$ cat config.mk
export PLATFORM = sky130hd
export DESIGN_NAME = mbs_back
export DESIGN_NICKNAME = d
export VERILOG_FILES = /design/src/rtl/core/mbs_pkg.sv /design/src/rtl/core/mbs_back.sv
export SDC_FILE = /design/constraint.sdc
export NUM_CORES = 1
export LEC_CHECK = 0
export BUFFER_PORTS_ARGS = -buffer_cell sky130_fd_sc_hd__buf_2
export CAP_MARGIN = 40
export CORE_MARGIN = 4
export CORE_UTILIZATION = 45
export CTS_BUF_LIST = sky130_fd_sc_hd__clkbuf_8 sky130_fd_sc_hd__clkbuf_16
export DETAILED_ROUTE_END_ITERATION = 10
export PLACE_DENSITY_LB_ADDON = 0.15
export REMOVE_ABC_BUFFERS = 1
export SLEW_MARGIN = 10
export SYNTH_ARGS = -nofsm -noshare
export SYNTH_HDL_FRONTEND = slang
export SYNTH_SLANG_ARGS = --single-unit
$ cat constraint.sdc
create_clock -name i_clk -period 5.1 [get_ports i_clk]
set_input_delay 1.53 -clock i_clk [delete_from_list [all_inputs] [get_ports i_clk]]
set_output_delay 1.53 -clock i_clk [all_outputs]
set_load 0.01 [all_outputs]
$ cat src/rtl/core/mbs_pkg.sv
package mbs_pkg;

    // Table sizes and protocol bases
    localparam int COIL_COUNT     = 16;
    localparam int DISCRETE_COUNT = 16;
    localparam int HOLDING_COUNT  = 8;
    localparam int INPUT_COUNT    = 8;
    localparam int COIL_BASE      = 0;
    localparam int DISCRETE_BASE  = 0;
    localparam int MAX_OUT        = 16;

    // Field widths
    localparam int ACT_W  = 3;
    localparam int ADDR_W = 16;
    localparam int CNT_W  = 11;
    localparam int BYTE_W = 8;

    // Derived widths
    localparam int NOUT_W   = $clog2(MAX_OUT);
    localparam int HI_W     = (HOLDING_COUNT > 1) ? $clog2(HOLDING_COUNT) : 1;
    localparam int BITS_MAX = (COIL_COUNT > DISCRETE_COUNT) ? COIL_COUNT : DISCRETE_COUNT;
    localparam int BITS_W   = BITS_MAX + BYTE_W;
    localparam int PB_COIL  = (COIL_COUNT + 7) / 8;
    localparam int PB_HOLD  = 2 * HOLDING_COUNT;
    localparam int PB_MAX   = (PB_COIL > PB_HOLD) ? PB_COIL : PB_HOLD;
    localparam int PB_W     = $clog2(PB_MAX + 1);
    localparam int Q_DEPTH  = 2;
    localparam int Q_PTR_W  = (Q_DEPTH > 1) ? $clog2(Q_DEPTH) : 1;
    localparam int Q_CNT_W  = $clog2(Q_DEPTH + 1);

    // Request actions
    localparam logic [ACT_W-1:0] ACT_RD_COIL  = 3'd0;
    localparam logic [ACT_W-1:0] ACT_WR_COIL  = 3'd1;
    localparam logic [ACT_W-1:0] ACT_RD_DISC  = 3'd2;
    localparam logic [ACT_W-1:0] ACT_RD_HOLD  = 3'd3;
    localparam logic [ACT_W-1:0] ACT_WR_HOLD  = 3'd4;
    localparam logic [ACT_W-1:0] ACT_RD_INPUT = 3'd5;
    localparam logic [ACT_W-1:0] ACT_DATA     = 3'd6;

    typedef enum logic [2:0] {
        CMD_STATUS,
        CMD_RD_COIL,
        CMD_RD_DISC,
        CMD_RD_HOLD,
        CMD_RD_INPUT,
        CMD_WR_COIL,
        CMD_WR_HOLD,
        CMD_DATA
    } t_cmd_kind;

    typedef struct packed {
        t_cmd_kind         kind;
        logic              status;
        logic              wr_hdr;
        logic [ADDR_W-1:0] off;
        logic [CNT_W-1:0]  cnt;
        logic [BYTE_W-1:0] wbyte;
    } t_cmd;

    function automatic logic [COIL_COUNT-1:0] coil_init();
        logic [15:0]           pat;
        logic [COIL_COUNT-1:0] v;
        pat = 16'h2133;
        for (int i = 0; i < COIL_COUNT; i++) begin
            v[i] = (i < 16) ? pat[i % 16] : 1'b0;
        end
        return v;
    endfunction

    function automatic logic [DISCRETE_COUNT-1:0] disc_init();
        logic [15:0]               pat;
        logic [DISCRETE_COUNT-1:0] v;
        pat = 16'h8866;
        for (int i = 0; i < DISCRETE_COUNT; i++) begin
            v[i] = (i < 16) ? pat[i % 16] : 1'b0;
        end
        return v;
    endfunction

    function automatic logic [15:0] hold_init(input int idx);
        logic [15:0] v;
        if (idx == 0) begin
            v = 16'h0010;
        end else if (idx < 8) begin
            v = 16'(idx * 32'h1111);
        end else begin
            v = 16'h0000;
        end
        return v;
    endfunction

    function automatic logic [15:0] input_init(input logic [ADDR_W-1:0] idx);
        logic [15:0] v;
        case (idx)
            16'd1:   v = 16'h3001;
            16'd2:   v = 16'h2002;
            16'd3:   v = 16'h3003;
            16'd4:   v = 16'h4004;
            16'd5:   v = 16'h5005;
            16'd6:   v = 16'h6006;
            16'd7:   v = 16'h7007;
            default: v = 16'h0000;
        endcase
        return v;
    endfunction

endpackage

$ cat src/rtl/core/mbs_back.sv
module mbs_back
    import mbs_pkg::*;
(
    input  logic              i_clk,
    input  logic              i_rst_n,
    input  t_cmd              i_cmd,
    input  logic              i_q_empty,
    output logic              o_pop,
    input  logic              i_stall,
    output logic              o_valid,
    output logic [BYTE_W-1:0] o_read_byte,
    output logic              o_status,
    output logic              o_is_data,
    output logic              o_last
);

    typedef enum logic [1:0] {
        S_IDLE,
        S_RD_BITS,
        S_RD_REGS
    } t_state;

    localparam logic [1:0] PK_NONE = 2'd0;
    localparam logic [1:0] PK_COIL = 2'd1;
    localparam logic [1:0] PK_HOLD = 2'd2;

    t_state              r_state,      n_state;
    logic [COIL_COUNT-1:0] r_coil,     n_coil;
    logic [15:0]         r_hold [HOLDING_COUNT];
    logic [15:0]         n_hold [HOLDING_COUNT];
    logic [1:0]          r_kind,       n_kind;
    logic [PB_W-1:0]     r_pend_bytes, n_pend_bytes;
    logic [ADDR_W-1:0]   r_wp,         n_wp;
    logic                r_pend_err,   n_pend_err;
    logic [BYTE_W-1:0]   r_hbl,        n_hbl;
    logic                r_src,        n_src;
    logic [ADDR_W-1:0]   r_ptr,        n_ptr;
    logic                r_half,       n_half;
    logic [CNT_W-1:0]    r_rem,        n_rem;
    logic [NOUT_W-1:0]   r_nout,       n_nout;
    logic                r_out_valid,  n_out_valid;
    logic [BYTE_W-1:0]   r_out_byte,   n_out_byte;
    logic                r_out_status, n_out_status;
    logic                r_out_data,   n_out_data;
    logic                r_out_last,   n_out_last;

    logic                out_free;
    logic                last_byte;
    logic [BITS_W-1:0]   bits_ext;
    logic [BITS_W-1:0]   bits_sh;
    logic [BYTE_W-1:0]   bit_mask;
    logic [15:0]         reg_word;
    logic [BYTE_W-1:0]   nbits;
    logic [ADDR_W-1:0]   wr_ofs;
    logic [CNT_W+2:0]    coil_bytes;

    assign o_valid     = r_out_valid;
    assign o_read_byte = r_out_byte;
    assign o_status    = r_out_status;
    assign o_is_data   = r_out_data;
    assign o_last      = r_out_last;

    always_comb begin
        n_state      = r_state;
        n_coil       = r_coil;
        n_hold       = r_hold;
        n_kind       = r_kind;
        n_pend_bytes = r_pend_bytes;
        n_wp         = r_wp;
        n_pend_err   = r_pend_err;
        n_hbl        = r_hbl;
        n_src        = r_src;
        n_ptr        = r_ptr;
        n_half       = r_half;
        n_rem        = r_rem;
        n_nout       = r_nout;
        n_out_valid  = r_out_valid && i_stall;
        n_out_byte   = r_out_byte;
        n_out_status = r_out_status;
        n_out_data   = r_out_data;
        n_out_last   = r_out_last;
        o_pop        = 1'b0;
        last_byte    = 1'b0;
        wr_ofs       = '0;

        out_free = !r_out_valid || !i_stall;

        // bit window from the selected table, zero padded above the top
        bits_ext = r_src ? BITS_W'(disc_init()) : BITS_W'(r_coil);
        bits_sh  = bits_ext >> r_ptr;
        bit_mask = (r_rem >= CNT_W'(BYTE_W)) ? 8'hFF : ~(8'hFF << r_rem[2:0]);

        reg_word = r_src ? input_init(r_ptr) : r_hold[r_ptr[HI_W-1:0]];

        nbits      = (r_pend_bytes == PB_W'(1)) ? r_hbl : 8'd8;
        coil_bytes = ((CNT_W+3)'(i_cmd.cnt) + (CNT_W+3)'(7)) >> 3;

        case (r_state)
            S_IDLE: begin
                if (!i_q_empty && out_free) begin
                    o_pop = 1'b1;
                    case (i_cmd.kind)
                        CMD_DATA: begin
                            if (r_kind != PK_NONE) begin
                                if (r_kind == PK_COIL) begin
                                    for (int j = 0; j < COIL_COUNT; j++) begin
                                        wr_ofs = ADDR_W'(j) - r_wp;
                                        if ((ADDR_W'(j) >= r_wp) &&
                                            (wr_ofs < ADDR_W'(nbits))) begin
                                            n_coil[j] = i_cmd.wbyte[wr_ofs[2:0]];
                                        end
                                    end
                                    n_wp = r_wp + ADDR_W'(8);
                                end else if (!r_pend_bytes[0]) begin
                                    n_hbl = i_cmd.wbyte;
                                end else begin
                                    if (r_wp < ADDR_W'(HOLDING_COUNT)) begin
                                        n_hold[r_wp[HI_W-1:0]] = {r_hbl, i_cmd.wbyte};
                                    end
                                    n_wp = r_wp + ADDR_W'(1);
                                end
                                n_pend_bytes = r_pend_bytes - PB_W'(1);
                                if (r_pend_bytes == PB_W'(1)) begin
                                    n_kind       = PK_NONE;
                                    n_out_valid  = 1'b1;
                                    n_out_byte   = '0;
                                    n_out_status = r_pend_err;
                                    n_out_data   = 1'b0;
                                    n_out_last   = 1'b1;
                                end
                            end
                        end
                        CMD_STATUS: begin
                            n_kind       = PK_NONE;
                            n_pend_bytes = '0;
                            if (i_cmd.wr_hdr) begin
                                n_pend_err = i_cmd.status;
                            end
                            n_out_valid  = 1'b1;
                            n_out_byte   = '0;
                            n_out_status = i_cmd.status;
                            n_out_data   = 1'b0;
                            n_out_last   = 1'b1;
                        end
                        CMD_RD_COIL, CMD_RD_DISC: begin
                            n_kind       = PK_NONE;
                            n_pend_bytes = '0;
                            n_src        = (i_cmd.kind == CMD_RD_DISC);
                            n_ptr        = i_cmd.off;
                            n_rem        = i_cmd.cnt;
                            n_nout       = '0;
                            n_state      = S_RD_BITS;
                        end
                        CMD_RD_HOLD, CMD_RD_INPUT: begin
                            n_kind       = PK_NONE;
                            n_pend_bytes = '0;
                            n_src        = (i_cmd.kind == CMD_RD_INPUT);
                            n_ptr        = i_cmd.off;
                            n_rem        = i_cmd.cnt;
                            n_half       = 1'b0;
                            n_nout       = '0;
                            n_state      = S_RD_REGS;
                        end
                        CMD_WR_COIL: begin
                            n_kind       = PK_COIL;
                            n_pend_bytes = coil_bytes[PB_W-1:0];
                            n_wp         = i_cmd.off;
                            n_hbl        = (i_cmd.cnt[2:0] != 3'd0) ?
                                           {5'd0, i_cmd.cnt[2:0]} : 8'd8;
                            n_pend_err   = 1'b0;
                        end
                        CMD_WR_HOLD: begin
                            n_kind       = PK_HOLD;
                            n_pend_bytes = PB_W'({i_cmd.cnt, 1'b0});
                            n_wp         = i_cmd.off;
                            n_pend_err   = 1'b0;
                        end
                        default: begin
                            n_kind = r_kind;
                        end
                    endcase
                end
            end
            S_RD_BITS: begin
                if (out_free) begin
                    last_byte    = (r_rem <= CNT_W'(BYTE_W)) ||
                                   (r_nout == NOUT_W'(MAX_OUT - 1));
                    n_out_valid  = 1'b1;
                    n_out_byte   = bits_sh[BYTE_W-1:0] & bit_mask;
                    n_out_status = 1'b0;
                    n_out_data   = 1'b1;
                    n_out_last   = last_byte;
                    n_ptr        = r_ptr + ADDR_W'(BYTE_W);
                    n_rem        = r_rem - CNT_W'(BYTE_W);
                    n_nout       = r_nout + NOUT_W'(1);
                    if (last_byte) begin
                        n_state = S_IDLE;
                    end
                end
            end
            S_RD_REGS: begin
                if (out_free) begin
                    last_byte    = (r_half && (r_rem == CNT_W'(1))) ||
                                   (r_nout == NOUT_W'(MAX_OUT - 1));
                    n_out_valid  = 1'b1;
                    n_out_byte   = r_half ? reg_word[7:0] : reg_word[15:8];
                    n_out_status = 1'b0;
                    n_out_data   = 1'b1;
                    n_out_last   = last_byte;
                    n_half       = ~r_half;
                    n_nout       = r_nout + NOUT_W'(1);
                    if (r_half) begin
                        n_ptr = r_ptr + ADDR_W'(1);
                        n_rem = r_rem - CNT_W'(1);
                    end
                    if (last_byte) begin
                        n_state = S_IDLE;
                    end
                end
            end
            default: begin
                n_state = S_IDLE;
            end
        endcase
    end

    always_ff @(posedge i_clk) begin
        if (!i_rst_n) begin
            r_state      <= S_IDLE;
            r_coil       <= coil_init();
            for (int i = 0; i < HOLDING_COUNT; i++) begin
                r_hold[i] <= hold_init(i);
            end
            r_kind       <= PK_NONE;
            r_pend_bytes <= '0;
            r_wp         <= '0;
            r_pend_err   <= 1'b0;
            r_hbl        <= '0;
            r_out_valid  <= 1'b0;
        end else begin
            r_state      <= n_state;
            r_coil       <= n_coil;
            r_hold       <= n_hold;
            r_kind       <= n_kind;
            r_pend_bytes <= n_pend_bytes;
            r_wp         <= n_wp;
            r_pend_err   <= n_pend_err;
            r_hbl        <= n_hbl;
            r_src        <= n_src;
            r_ptr        <= n_ptr;
            r_half       <= n_half;
            r_rem        <= n_rem;
            r_nout       <= n_nout;
            r_out_valid  <= n_out_valid;
            r_out_byte   <= n_out_byte;
            r_out_status <= n_out_status;
            r_out_data   <= n_out_data;
            r_out_last   <= n_out_last;
        end
    end

    a_pend_count: assert property (@(posedge i_clk) disable iff (!i_rst_n)
        (r_kind != PK_NONE) |-> (r_pend_bytes != '0))
        else $error("write pending with no bytes left");

    a_read_rem: assert property (@(posedge i_clk) disable iff (!i_rst_n)
        (r_state != S_IDLE) |-> (r_rem != '0))
        else $error("read in progress with nothing left");

    a_no_pop_busy: assert property (@(posedge i_clk) disable iff (!i_rst_n)
        (r_state != S_IDLE) |-> !o_pop)
        else $error("request taken while a read is in progress");

    a_status_last: assert property (@(posedge i_clk) disable iff (!i_rst_n)
        (r_out_valid && !r_out_data) |-> (r_out_last && (r_out_byte == '0)))
        else $error("status result without last or with data");

endmodule

== After elaboration in Yosys (flattened, before gate mapping) ==
Cells that the tools add are included.

* Register bits: 223
* Memories kept: 0
* Memory bits (writable): 0
* Bits in latches: 0
* ROM bits: 0

* Add/subtract/negate cells: 25
* Shift-type cells: 2
* $lt $le $gt $ge: 54
* Eq/ne operators: 39
* Multiply operators: 0
* Mux-type cells: 122
* Bitwise operators: 6
* Divide/modulo/power cells: 0
* Reductions and logical operators: 72

{| class="wikitable"
|+ Operator list
! operator !! number
|-
| 16-bit by 8-bit less-than comparator with 1-bit output || 16
|-
| 16-bit 2-to-1 mux || 13
|-
| 128-bit bitwise mux || 1
|-
| 4-bit by 16-bit greater-or-equal comparator with 1-bit output, first input constant || 8
|-
| 4-bit by 16-bit subtractor with 16-bit output, first input constant || 8
|-
| 6-bit AND reduction || 18
|-
| 15-bit case mux with 7 select lines || 1
|-
| 8-bit 2-to-1 mux || 11
|-
| 16-bit by 3-bit equality test with 1-bit output, second input constant || 4
|-
| 3-bit by 16-bit greater-or-equal comparator with 1-bit output, first input constant || 4
|-
| 3-bit by 4-bit less-than comparator with 1-bit output, second input constant || 16
|-
| 3-bit by 16-bit subtractor with 16-bit output, first input constant || 4
|-
| 11-bit 2-to-1 mux || 5
|-
| 1-bit binary-select mux with 3-bit select || 16
|-
| 16-bit binary-select mux with 3-bit select || 1
|-
| 16-bit demux with 3-bit select || 1
|-
| 16-bit case mux with 3 select lines || 1
|-
| 1-bit 2-to-1 mux || 39
|-
| 11-bit case mux with 3 select lines || 1
|-
| 16-bit by 1-bit adder with 16-bit output, second input constant || 2
|-
| 16-bit by 4-bit adder with 16-bit output, second input constant || 2
|-
| 16-bit by 2-bit equality test with 1-bit output, second input constant || 2
|-
| 1-bit by 16-bit greater-or-equal comparator with 1-bit output, first input constant || 2
|-
| 2-bit by 16-bit greater-or-equal comparator with 1-bit output, first input constant || 2
|-
| 59 further kinds || 142
|}

== Depth between registers and ports, before layout ==
Gate-level depths: netlist of the first run.

* Depth in word-level cells: 8
* Gate-level depth with buffers: 15
* Depth with buffers taken out: 13

== Least setup slack after synthesis of the first run ==
Ideal clock, no wire load.

* Path kind: input -> register
* From: input i_cmd[38] (netlist name)
* To: register r_ptr[10], enable pin
* Required time: 4674 ps
* Setup time: 426 ps
* Arrival time: 3848 ps
* Path buffers: 1
* Slack: 826 ps
* Stages: 5
* Cells stage by stage: buf_2 > o21ai_0 > nand2b_1 > o31a_1 > nor3_1

* Word-level cells in the longest chain between the ends: 4
* Elaborated cells between the ends (all ways): 7

{| class="wikitable"
|+ RTL lines
! item !! line !! RTL
|-
| start: declaration || mbs_back.sv:6 || <nowiki>input t_cmd i_cmd,</nowiki>
|-
| 3-bit by 2-bit equality test with 1-bit output (tied with other cells) || mbs_back.sv:102 || <nowiki>case (i_cmd.kind)</nowiki>
|-
| 4-bit OR reduction (no line) (*) || -- ||
|-
| 2-bit inequality test (no line) (*) || -- ||
|-
| 7-bit AND reduction (no line) (*) || -- ||
|-
| end signal: assignment || mbs_back.sv:250 || <nowiki>r_ptr <= n_ptr;</nowiki>
|-
| end: declaration || mbs_back.sv:37 || <nowiki>logic [ADDR_W-1:0] r_ptr, n_ptr;</nowiki>
|}

Every way passes the cells marked *; elsewhere a longest branch is shown, timed or not.
A chain may end at the register's enable or synchronous reset.

== Worst setup path in the final report of the first run ==
* From: input i_q_empty
* To: output o_pop

* Word-level cells in the longest chain between the ends: 4

{| class="wikitable"
|+ RTL lines
! item !! line !! RTL
|-
| start: declaration || mbs_back.sv:7 || <nowiki>input logic i_q_empty,</nowiki>
|-
| 1-bit logical NOT || mbs_back.sv:100 || <nowiki>if (!i_q_empty && out_free) begin</nowiki>
|-
| 1-bit logical AND || mbs_back.sv:100 ||
|-
| 1-bit 2-to-1 mux || mbs_back.sv:100 ||
|-
| 1-bit 2-to-1 mux || mbs_back.sv:98 || <nowiki>case (r_state)</nowiki>
|-
| end: declaration || mbs_back.sv:8 || <nowiki>output logic o_pop,</nowiki>
|}

No other way between the ends.

==> flow_metrics.tcl, run 1 <==
set metrics [dict create \
    yosys_warnings 0 \
    drv_cap 0 \
    finalNetCount 2099 \
    nFillCells 3442 \
    status "completed" \
    syn-cell-area_sq_um 16630 \
    initial_utilization_pct 45.53 \
    routabilityCongestion 0.9738 \
    final_common_cell "nand2_1" \
    slew_viol_final 0 \
    setup_viol 0 \
    max_freq_ghz 0.2564 \
    crit_required_ns 3.57 \
    multi_input_area_sq_um 10950 \
    fp.coreArea_sq_um 36520 \
    tightest_slew_ns 0.9162 \
    clk_path_buf_depth 3 \
    yosysTopAreaCell "dfxtp_1" \
    dr.pass1.iters 6 \
    whs_ns 0.4530 \
    arrival_ns 2.37 \
    final-seq-area_sq_um 4905 \
    antenna_left 0 \
    tritoncts "built" \
    mostFrequentLayoutCells "nand2_1, dfxtp_1, nor2_1, mux2i_1, a21oi_1" \
    finalHoldViolCount 0 \
    total_power_w 0.006122 \
    die_y_um 200.2 \
    drc_errors 0 \
    maxSlewHeadroom_pct 38.84 \
    cts_hold_buf 0 \
    skew_ns 0.01326 \
    postCtsSetupBuffers 0 \
    grt_pass1_vias 14570 \
    postSynthCellCount 1938 \
    cts-root-buf "clkbuf_16" \
    final.setup.tns_ns 0 \
    antenna_found_initial 0 \
    synth_ff_type "dfxtp_1" \
    start_kind "input pin" \
    grt_overflow 0 \
    p_per_area_nw_per_um2 332.2 \
    post_cts_resized 0 \
    syn_area_per_cell_sq_um 8.580 \
    io_buffer_count 56 \
    synthDominantCellAreaShare_pct 21.55 \
    grt_pass1_wl_um 86900 \
    grt_start_max_net_pins 89 \
    dieArea_sq_um 40090 \
    crit_type "input pin to primary output" \
    ys_types 80 \
    dr.first_iter.drc_count 1421 \
    ys_ff_latch 223 \
    ys_seq_area_share_pct 29.50 \
    wl_per_cell_um 23.13 \
    clk_pin_slew_worst_paths_ns 0.06 \
    ir_worst_vdd_v 0.0002835 \
    worst_setup_path_end_kind "primary output" \
    grt_util_all_layers_pct 26.96 \
    rows 70 \
    dr_total_vias 15150 \
    die_w_um 200.2 \
    rsz0062_at_grt "false" \
    critPathMaxFanout 6 \
    clk_latency_ns 0.55 \
    numCtsBuffers 26 \
    ioPinCount 57 \
    leakagePower_nw 7.928 \
    hpwl_um 39750 \
    cts.sinks 223 \
    period_share_pct 76.46 \
    layout_min_cycle_time_ns 3.900 \
    htreeDepth 1 \
    final_layout_size_suffix_gt1_share_pct 13.20 \
    async_reset_ff_share_pct 0 \
    hold_class "register to register" \
    wirelength_um 56050 \
    vias_per_cell 6.254 \
    area_growth_pct 10.83 \
    synth_edf_count 44 \
    yosys-top-cells-area "dfxtp_1, ha_1, mux2i_1, edfxtp_1, mux4_2" \
]
==> cell usage after synthesis (all sizes together) (10+ instances only) <==
cell type	n
nand2b	18
a211oi	20
dfxtp	179
o2111ai	11
ha	121
o21ai	84
nor4	19
nor2	158
nor3	45
mux2	22
nand3	73
and2	11
inv	53
a21boi	10
xnor2	74
nor2b	31
mux4	42
a21o	27
a22oi	10
xor2	22
nand2	226
clkbuf	113
buf	34
nand4	29
a21oi	131
edfxtp	44
a31oi	15
mux2i	135
o31ai	10
o211ai	11
or3	10
==> layer usage <==
metal	routed length, um	up-vias	global-route usage [%]
li1	-	7040	-
met1	24260	7334	37.54
met2	25470	648	43.15
met3	4413	132	4.549
met4	1906	0	8.311
met5	0	-	0
==> area by class of cell <==
type	instances	share of cell area, %
flip-flops and latches	223	26.62
repair buffers	115	4.590
inverters	57	1.168
well taps	468	3.178
diodes	1	0.01358
clock inverters	19	1.249
clock buffers	29	3.755
multi-input cells	1511	59.43
==> sequential cells by signal, indices dropped and copies added (netlist names), 4 cells and up <==
register      flops
r_hold          128
r_coil           16
r_ptr            16
r_wp             16
r_rem            11
o_read_byte       8
r_hbl             8
r_pend_bytes      5
r_nout            4
==> final timing paths <==
kind | startpoint | end | slack, ns | depth (start not counted)
max reg2reg | r_wp[2] | r_coil[8] | 1.22 | 13
min | r_hold[7] | r_hold[7] | 0.45 | 2
min reg2reg | r_hold[7] | r_hold[7] | 0.45 | 2
max | i_q_empty | o_pop | 1.20 | 5
==> critical path, cell delays in order <==
cell and delay [ns]:
buf_2 0.13, nor2b_1 0.21, nand2_1 0.22, inv_1 0.13, buf_2 0.14
==> through the flow <==
| stage | utilization (%) | cell area, sq um | std cells | setup slack (ns) |
|---|---|---|---|---|
| 3_5_place_dp | 47.92 | 17500 | 2374 | 1.066 |
| 5_1_grt | 50.45 | 18430 | 2422 | 1.100 |
| 4_1_cts | 50.45 | 18430 | 2422 | 1.213 |
| 6_report | 50.46 | 18430 | 2423 | 1.200 |
| 2_1_floorplan | - | 16050 | 1791 | 0.8795 |
| 3_3_place_gp | 47.57 | 17370 | 2368 | 1.094 |
==> cell families (layout without fill, tap and decap cells) <==
family | count (synthesis) | after routing | synth area share (%)
AOI/OAI and AO/OA | 419 | 419 | 16.19
xor gates and xnor gates | 96 | 96 | 5.057
adders and majority gates | 122 | 122 | 9.165
buffers and inverters | 204 | 220 | 4.733
DFF | 223 | 223 | 29.50
muxes | 199 | 199 | 15.31
other | 0 | 1 | 0
and+or+nand+nor | 675 | 675 | 20.05
==> power breakdown <==
group          switching [W]  internal [W]
Clock               0.000771       0.00123
Sequential          0.000128       0.00192
Combinational        0.00125      0.000825
Total                0.00215       0.00397
Note: power is estimated with default switching activity, not from simulation.
==> run 2: changes to the inputs <==
--- a/config.mk
+++ b/config.mk
@@ -5,6 +5,7 @@
 export SDC_FILE = /design/constraint.sdc
 export NUM_CORES = 1
 export LEC_CHECK = 0
+export ABC_AREA = 1
 export BUFFER_PORTS_ARGS = -buffer_cell sky130_fd_sc_hd__buf_2
 export CAP_MARGIN = 40
 export CORE_MARGIN = 4
==> constraint.sdc (replaced) <==
create_clock -name i_clk -period 3.66 [get_ports i_clk]
set_input_delay 1.098 -clock i_clk [delete_from_list [all_inputs] [get_ports i_clk]]
set_output_delay 1.098 -clock i_clk [all_outputs]
set_load 0.01 [all_outputs]
==> flow_metrics.tcl, run 2 <==
set metrics [dict create \
    status "completed" \
    rows 73 \
    largest_reg_flops 128 \
    ioPinCount 57 \
    htreeDepth 1 \
    layout_min_cycle_time_ns 3.644 \
    setup_viol 0 \
    p_sw_w 0.005786 \
    p_per_area_nw_per_um2 595.7 \
    postSynthCellCount 2758 \
    yosys.area_share.simple_pct 29.62 \
    ys_ff_latch 223 \
    synth-adder-area-share_pct 8.355 \
    syn-cell-area_sq_um 18120 \
    grt_pass1_wl_um 113400 \
    clock_power_share_pct 21.9 \
    vias_per_cell 5.870 \
    max_freq_ghz 0.2744 \
    antenna_found_initial 1 \
    synth_compound_area_share_pct 20.52 \
    clk_pin_slew_worst_paths_ns 0.06 \
    dr.first_iter.drc_count 2423 \
    ys_types 56 \
    drc_errors 0 \
    worst_setup_path_end_kind "register" \
    maxSlewHeadroom_pct 40.67 \
    routabilityCongestion 1.030 \
    tightest_slew_ns 0.8887 \
    yosys-top-cells-area "dfxtp_1, nand2_1, ha_1, edfxtp_1, nor2_1" \
    skew_ns 0.02148 \
    initial_utilization_pct 45.61 \
    numCtsBuffers 27 \
    finalNetCount 2981 \
    fp.coreArea_sq_um 39730 \
    die_y_um 208.7 \
    wl_per_cell_um 22.35 \
    dp_cells 3312 \
    pwr-share-seq_pct 25.3 \
    hold_start "r_hold[38]" \
    synth-xor-area-share_pct 4.737 \
    tritoncts "built" \
    cts_hold_buf 0 \
    grt_start_max_net_pins 117 \
    yosysMostFrequentCell "nand2_1" \
    min_to "r_hold[38]" \
    final_common_cell "nand2_1" \
    slew_viol_final 0 \
    clk_path_buf_depth 3 \
    hpwl_um 56660 \
    finalHoldViolCount 0 \
    total_power_w 0.01206 \
    hold_class "register to register" \
    io_buffer_count 56 \
    final.setup.tns_ns 0 \
    area_growth_pct 11.72 \
    drv_cap 0 \
    fin_cells 3364 \
    cts-root-buf "clkbuf_16" \
    ys_seq_area_share_pct 27.07 \
    crit_required_ns 4.10 \
    dr.pass1.iters 5 \
    postCtsSetupBuffers 0 \
    post_cts_resized 2 \
    p_comb_share_pct 52.8 \
    netSwitchingFraction_pct 47.97 \
    ir_worst_vdd_v 0.0004124 \
    wirelength_um 75200 \
    leakagePower_nw 9.729 \
    dieArea_sq_um 43540 \
    synthDominantCellAreaShare_pct 19.78 \
    ff2ff_setup_slack_ns 0.02 \
    reg2reg_to "r_coil[13]" \
    yosys_warnings 0 \
    critPathMaxFanout 7 \
    grt_pass1_vias 18470 \
    p_int_w 0.006275 \
    r2r_start "r_wp[3]" \
    r2r_cells 14 \
    clk_latency_ns 0.57 \
    crit_type "register to register" \
    yosys-top-cells-count "nand2_1, nor2_1, inv_1, o21ai_0, a21oi_1" \
    die_w_um 208.7 \
    synth_ff_type "dfxtp_1" \
    cts.sinks 223 \
    synth_top_family_by_area "simple AND/OR/NAND/NOR gates" \
    regMostFlops "r_hold" \
    start_kind "register" \
    min_delay_path_depth 2 \
    synth_edf_count 44 \
    yosysTopAreaCell "dfxtp_1" \
    async_reset_ff_share_pct 0 \
    grt_util_all_layers_pct 33.14 \
    dr_total_vias 19750 \
    nFillCells 4105 \
    mostFrequentLayoutCells "nand2_1, nor2_1, inv_1, o21ai_0, a21oi_1" \
    syn_area_per_cell_sq_um 6.570 \
    synthMuxAreaShare_pct 0.1105 \
    rsz0062_at_grt "false" \
    final_layout_size_suffix_gt1_share_pct 10.93 \
    arrival_ns 4.08 \
    period_share_pct 99.56 \
    grt_overflow 0 \
    antenna_left 0 \
]
run 2: cell types whose count changed after synthesis, sizes merged, moves of 42 or more:
cell | before | now
xor2 | 22 | 91
o21ai | 84 | 245
o211ai | 11 | 66
nor2 | 158 | 366
nand2 | 226 | 603
nand3 | 73 | 178
xnor2 | 74 | 7
mux4 | 42 | 0
mux2i | 135 | 2
inv | 53 | 280
a21oi | 131 | 189
run 2: area by class of cell:
cell class                 count  area, sq um  area share, %
clock buffer                  27        675.6          3.337
clock inverter                23        182.7         0.9023
multi-input combinational   2100        11490          56.77
inverter                     289         1087          5.371
timing repair buffer         175         1239          6.119
sequential                   223         4905          24.23
tap                          525        656.9          3.245
antenna                        2        5.005        0.02472
run 2: worst max-delay path, stage by stage, from the launching register on:
cell     delay, ns
dfxtp_1       0.53
ha_1          0.47
inv_1         0.07
o21ai_1       0.37
nand2_1       0.14
xor2_1        0.17
ha_1          0.32
a21oi_2       0.31
nor3b_2       0.44
nand3_1       0.13
nor3_1        0.23
buf_4         0.17
nand2_1       0.04
nand2_1       0.07
nand3_1       0.06
run 2: through the flow:
stage	setup WS, ns	instance area, sq um	utilization, %	hold slack (ns)
final	0.01613	20240	50.95	0.4622
after global routing	0.02639	20240	50.94	0.4846
after CTS	0.08028	20240	50.93	0.4538
after detailed placement	-0.2503	19370	48.76	0.4434
after global placement	-0.4844	19370	48.76	0.4297
after floorplan	-0.8328	17470	-	0.4213
run 2: routing by layer:
metal,vias up,global-route usage [%],wire [um]
li1,9354,-,-
met1,9313,48.32,33780
met2,917,50.48,31960
met3,164,5.810,7198
met4,0,9.361,2261
met5,-,0,0
run 2: worst max path at each step:
stage                                from              to  slack [ns]  cells past startpoint
after floorplan                  r_ptr[0]  o_read_byte[2]       -0.83                     10
after global placement            r_wp[3]      r_coil[13]       -0.48                     14
final                             r_wp[3]      r_coil[13]        0.02                     14
after global routing      r_pend_bytes[1]      r_coil[13]        0.03                     18
after detailed placement          r_wp[3]      r_coil[13]       -0.25                     14
after CTS                         r_wp[3]      r_coil[13]        0.08                     14
run 2: power groups by stage:
stage          Combinational, W  Clock, W  Sequential, W
6_report                0.00637   0.00264        0.00306
5_1_grt                 0.00701   0.00278        0.00308
4_1_cts                 0.00622   0.00267        0.00305
3_5_place_dp            0.00620         0        0.00310
3_3_place_gp            0.00614         0        0.00310
2_1_floorplan           0.00385         0        0.00313
run 2: logic make-up (layout without fill, tap and decap cells):
kind of cell,after synthesis,count (layout)
compound gates,622,622
simple gates,1257,1257
xor+xnor,98,98
buf+inv,435,514
flops,223,223
mux,2,2
fa+ha+maj,121,121
other cells,0,2
